==> src/hw/rtl/memory_region_map_allocator_macros.svh <==
// Assertion macros for the memory region map allocator.
// Expects clk and arst_n in the scope where a macro is used.
`ifndef MEMORY_REGION_MAP_ALLOCATOR_MACROS_SVH
`define MEMORY_REGION_MAP_ALLOCATOR_MACROS_SVH

// cond holds at every edge out of reset
`define MRMAP_ASSERT_HOLDS(label, cond, msg) \
	label: assert property (@(posedge clk) disable iff (!arst_n) (cond)) else $error(msg);

// same-cycle implication
`define MRMAP_ASSERT_IMPLIES(label, ante, cons, msg) \
	label: assert property (@(posedge clk) disable iff (!arst_n) (ante) |-> (cons)) \
		else $error(msg);

// next-cycle implication
`define MRMAP_ASSERT_NEXT(label, ante, cons, msg) \
	label: assert property (@(posedge clk) disable iff (!arst_n) (ante) |=> (cons)) \
		else $error(msg);

`endif

==> src/hw/rtl/mrmap_ram.sv <==
// Generic single-write, single-read RAM with registered read data.
// No dependencies.
`default_nettype none

module mrmap_ram #(
	parameter int WIDTH = 8,
	parameter int DEPTH = 32
) (
	input  wire logic                     clk,
	input  wire logic                     we,
	input  wire logic [$clog2(DEPTH)-1:0] waddr,
	input  wire logic [WIDTH-1:0]         wdata,
	input  wire logic [$clog2(DEPTH)-1:0] raddr,
	output logic      [WIDTH-1:0]         rdata
);
	logic [WIDTH-1:0] mem_q [DEPTH];

	always_ff @(posedge clk) begin
		if (we) begin
			mem_q[waddr] <= wdata;
		end
		rdata <= mem_q[raddr];
	end
endmodule

`default_nettype wire

==> config.mk <==
export PLATFORM = sky130hd
export DESIGN_NAME = mrmap_ram
export DESIGN_NICKNAME = d
export VERILOG_FILES = /design/src/hw/rtl/memory_region_map_allocator_macros.svh /design/src/hw/rtl/mrmap_ram.sv
export SDC_FILE = /design/constraint.sdc
export NUM_CORES = 1
export LEC_CHECK = 0
export BUFFER_PORTS_ARGS = -buffer_cell sky130_fd_sc_hd__buf_4
export CORE_UTILIZATION = 55
export CTS_BUF_LIST = sky130_fd_sc_hd__clkbuf_4 sky130_fd_sc_hd__clkbuf_8
export DETAILED_ROUTE_END_ITERATION = 8
export PLACE_DENSITY = 0.72
export SLEW_MARGIN = 20
export SYNTH_ARGS = -nofsm -noshare
export SYNTH_HDL_FRONTEND = slang
export SYNTH_SLANG_ARGS = --single-unit
==> constraint.sdc <==
create_clock -name clk -period 3.5 [get_ports clk]
set_input_delay 0 -clock clk [delete_from_list [all_inputs] [get_ports clk]]
set_output_delay 0 -clock clk [all_outputs]
set_load 0.02 [all_outputs]
==> impl_metrics.prom <==
# TYPE chip_impl_metric gauge
chip_impl_info{name="hp-class",value="in -> reg"} 1
chip_impl_info{name="status",value="finished clean"} 1
chip_impl_metric{name="ys.warnings.count",unit=""} 0
chip_impl_metric{name="synth-simple-area-share",unit=""} 0.0207
chip_impl_metric{name="ir_drop",unit="mV"} 0.328
chip_impl_metric{name="placed_area",unit="sq um"} 10500
chip_impl_info{name="startpoint_type",value="flop"} 1
chip_impl_metric{name="fin_worst_hold_slack",unit="ns"} 0.0662
chip_impl_metric{name="power_leakage",unit="nW"} 3.55
chip_impl_metric{name="gp_congestion",unit=""} 0.750
chip_impl_metric{name="cts_htree_levels",unit=""} 2
chip_impl_metric{name="synth_area_per_cell",unit="sq um"} 24.1
chip_impl_metric{name="final_layout_size_suffix_gt1_frac",unit=""} 0.362
chip_impl_metric{name="fraction_of_the_cycle_the_final_worst_path_needs",unit=""} 0.526
chip_impl_info{name="worst_r2r_startpoint",value="mem_q[12][4]"} 1
chip_impl_metric{name="dpl.hpwl",unit="microns"} 11900
chip_impl_metric{name="clock_skew",unit="ns"} 0.0240
chip_impl_metric{name="synth_nets",unit=""} 437
chip_impl_metric{name="worst_slew_pin_slew",unit="ns"} 0.948
chip_impl_metric{name="total_clock_sinks",unit=""} 264
chip_impl_metric{name="route.detailed.wl_per_inst",unit="microns"} 26.5
chip_impl_metric{name="finalHoldViolCount",unit=""} 0
chip_impl_metric{name="synth_compound_gate_area_share",unit=""} 0
chip_impl_metric{name="internal_cell_power",unit="mW"} 4.90
chip_impl_metric{name="clkLatencyLatePin",unit="ns"} 0.54
chip_impl_info{name="synth_area_leader_cell",value="sky130_fd_sc_hd__edfxtp_1"} 1
chip_impl_metric{name="global_route_wire_length_before_repair",unit="microns"} 28600
chip_impl_metric{name="synth_xor_xnor_area_share",unit=""} 0
chip_impl_metric{name="antennaDiodeCount",unit=""} 0
chip_impl_metric{name="die_x",unit="microns"} 137
chip_impl_metric{name="combinationalPowerShare",unit=""} 0.057
chip_impl_metric{name="worst-path-max-fanout",unit=""} 1
chip_impl_info{name="synth_top_family_by_area",value="multiplexers"} 1
chip_impl_metric{name="timing.fmax",unit="MHz"} 543
chip_impl_metric{name="track_usage",unit=""} 0.222
chip_impl_metric{name="slew_headroom",unit=""} 0.368
chip_impl_metric{name="reg2reg_slack",unit="ns"} 1.66
chip_impl_metric{name="worstPathArrival",unit="ns"} 2.25
chip_impl_metric{name="pin_count_of_the_biggest_net_entering_global_routing",unit=""} 65
chip_impl_metric{name="finalNetCount",unit=""} 498
chip_impl_metric{name="core_area",unit="sq um"} 18000
chip_impl_metric{name="finalInstanceArea",unit="sq um"} 11300
chip_impl_metric{name="setup_viol_count_final",unit=""} 0
chip_impl_info{name="clk_root_buffer_cell",value="sky130_fd_sc_hd__clkbuf_8"} 1
chip_impl_metric{name="switchingPower",unit="mW"} 1.35
chip_impl_metric{name="syn_area",unit="sq um"} 10100
chip_impl_metric{name="clock_path_buffers",unit=""} 3
chip_impl_metric{name="initial_utilization",unit=""} 0.560
chip_impl_metric{name="initial_antenna_violation_count",unit=""} 0
chip_impl_metric{name="timing.reg2reg.worst_path_depth",unit=""} 3
chip_impl_metric{name="drt-vias-per-instance",unit=""} 6.20
chip_impl_metric{name="timing.setup.tns",unit="ns"} 0
chip_impl_metric{name="p_sw_frac",unit=""} 0.216
chip_impl_metric{name="p_seq_frac",unit=""} 0.565
chip_impl_metric{name="fp.dieArea",unit="sq um"} 18800
chip_impl_metric{name="max_cap_violations",unit=""} 0
chip_impl_info{name="min_from",value="raddr[4]"} 1
chip_impl_metric{name="io-pin-count",unit=""} 28
chip_impl_info{name="critical_path.reg2reg.endpoint",value="rdata[4]"} 1
chip_impl_metric{name="post-route-min-period",unit="ns"} 1.84
chip_impl_metric{name="drt_iter0_drc",unit=""} 511
chip_impl_metric{name="tritoncts.num_buffers",unit=""} 40
chip_impl_metric{name="cts.repair_timing.setup_buffer_count",unit=""} 0
chip_impl_info{name="timing.critical_path.from",value="mem_q[12][4]"} 1
chip_impl_metric{name="synth.lib_cells_used.distinct",unit=""} 15
chip_impl_metric{name="total_power_consumption",unit="mW"} 6.25
chip_impl_metric{name="share_clk_of_total_power",unit=""} 0.378
chip_impl_metric{name="slew_violations",unit=""} 0
chip_impl_metric{name="clk_pin_slew_worst_paths",unit="ns"} 0.06
chip_impl_info{name="setup_repair_after_global_routing_missed_its_margin",value="false"} 1
chip_impl_metric{name="yosys_register_bits",unit=""} 264
chip_impl_info{name="crit_path_end_kind",value="flop"} 1
chip_impl_metric{name="overflow",unit=""} 0
chip_impl_metric{name="whs_path_depth",unit=""} 3
chip_impl_metric{name="detail-route-antenna-nets",unit=""} 0
chip_impl_metric{name="detailedRoute.firstPassIterationCount",unit=""} 5
chip_impl_metric{name="synth.top_cell.area_share",unit=""} 0.765
chip_impl_metric{name="area_growth_syn_to_layout",unit="%"} 12.5
chip_impl_info{name="ys_top_cells_by_area",value="sky130_fd_sc_hd__edfxtp_1 76%, sky130_fd_sc_hd__mux4_2 18%, sky130_fd_sc_hd__dfxtp_1 1.6%, sky130_fd_sc_hd__nor2_1 1.2%, sky130_fd_sc_hd__mux2_2 0.90%"} 1
chip_impl_metric{name="critPathRequiredTime",unit="ns"} 3.91
chip_impl_info{name="clock_tree_from_tritoncts",value="done"} 1
chip_impl_metric{name="synth_mux_area_frac",unit=""} 0.188
chip_impl_metric{name="power_density",unit="nW/um^2"} 552
chip_impl_info{name="hold_end",value="rdata[0]"} 1
chip_impl_metric{name="post_route_drc",unit=""} 0
chip_impl_metric{name="route.final.wire_length",unit="microns"} 19500
chip_impl_metric{name="row_count",unit=""} 49
chip_impl_metric{name="chipHeight",unit="microns"} 137
chip_impl_metric{name="via_count_of_the_first_global_routing_pass",unit=""} 4460
chip_impl_metric{name="seq_area_frac_synth",unit=""} 0.781
chip_impl_metric{name="port_bufs",unit=""} 27
chip_impl_info{name="worstSetupPathType",value="reg -> reg"} 1
chip_impl_metric{name="syn-instance-count",unit=""} 417
chip_impl_metric{name="share_of_the_core_filled_with_cells_in_the_final_layout",unit=""} 0.630
chip_impl_metric{name="synthAdderAreaFrac",unit=""} 0
chip_impl_metric{name="num_vias",unit=""} 4567
sequential cells by signal, indices dropped and copies added (netlist names):
name   count
rdata      8
mem_q    256
repair_timing:
action | CTS | global route
resized for setup | 0 | 0
hold endpoints to repair | 264 | 0
hold buffers | 9 | 0
Yosys cell counts, drive strengths merged:
| cell type | count |
|---|---|
| buf | 14 |
| clkbuf | 6 |
| dfxtp | 8 |
| edfxtp | 256 |
| mux2 | 8 |
| mux4 | 80 |
| nand2 | 1 |
| nand3 | 2 |
| nand3b | 5 |
| nor2 | 33 |
| or3 | 1 |
| or3b | 3 |
layout by cell type, fill, tap and decap left out, types with 8 or more instances in the layout:
cell type and instances:
sky130_fd_sc_hd__dfxtp_1 8, sky130_fd_sc_hd__clkbuf_8 40, sky130_fd_sc_hd__dlygate4sd3_1 9, sky130_fd_sc_hd__edfxtp_1 256
sky130_fd_sc_hd__mux2_2 8, sky130_fd_sc_hd__mux4_2 80, sky130_fd_sc_hd__buf_4 29, sky130_fd_sc_hd__clkinv_1 9
sky130_fd_sc_hd__nor2_1 33, sky130_fd_sc_hd__clkbuf_4 13
cell families after synthesis:
| logic type | Yosys count |
|---|---|
| buffers and inverters | 20 |
| muxes | 88 |
| and+or+nand+nor | 45 |
| DFF | 264 |
cell type report:
cell class	count	area, sq um
Sequential cell	264	7850
Fill cell	1192	6650
Multi-Input combinational cell	133	2100
Clock buffer	53	648
Timing Repair Buffer	39	328
Tap cell	229	287
Clock inverter	19	100
through the flow:
stage               worst slack (ns)  std cells
global placement                1.18        656
finish                          1.66        737
global route                    1.65        737
CTS                             1.64        737
detailed placement              1.18        656
floorplan                       1.70        417
how the worst max path moves through the flow:
stage	to	slack (ns)
5_1_grt	rdata[4]	1.65
2_1_floorplan	rdata[0]	1.70
3_5_place_dp	rdata[4]	1.18
6_report	rdata[4]	1.66
3_3_place_gp	rdata[4]	1.18
4_1_cts	rdata[4]	1.64
layer usage:
| metal | GRT usage | part of all wire | vias to the layer above |
|---|---|---|---|
| li1 | - | - | 1906 |
| met1 | 0.338 | 0.43 | 2412 |
| met2 | 0.325 | 0.47 | 219 |
| met3 | 0.0453 | 0.081 | 30 |
| met4 | 0.0720 | 0.019 | 0 |
| met5 | 0 | 0 | - |
power groups by stage:
stage	Combinational, mW	Sequential [mW]	Clock, mW
finish	0.354	3.53	2.36
global placement	0.344	3.60	0
CTS	0.360	3.53	2.40
detailed placement	0.351	3.60	0
floorplan	0.187	3.61	0
global route	0.376	3.53	2.54
worst max-delay path, cell delays in order, from the launching register on:
cell	delay (ns)
sky130_fd_sc_hd__edfxtp_1	0.37
sky130_fd_sc_hd__mux4_2	0.51
sky130_fd_sc_hd__mux4_2	0.53
sky130_fd_sc_hd__mux2_2	0.30
(Power assumes the default switching activity.)
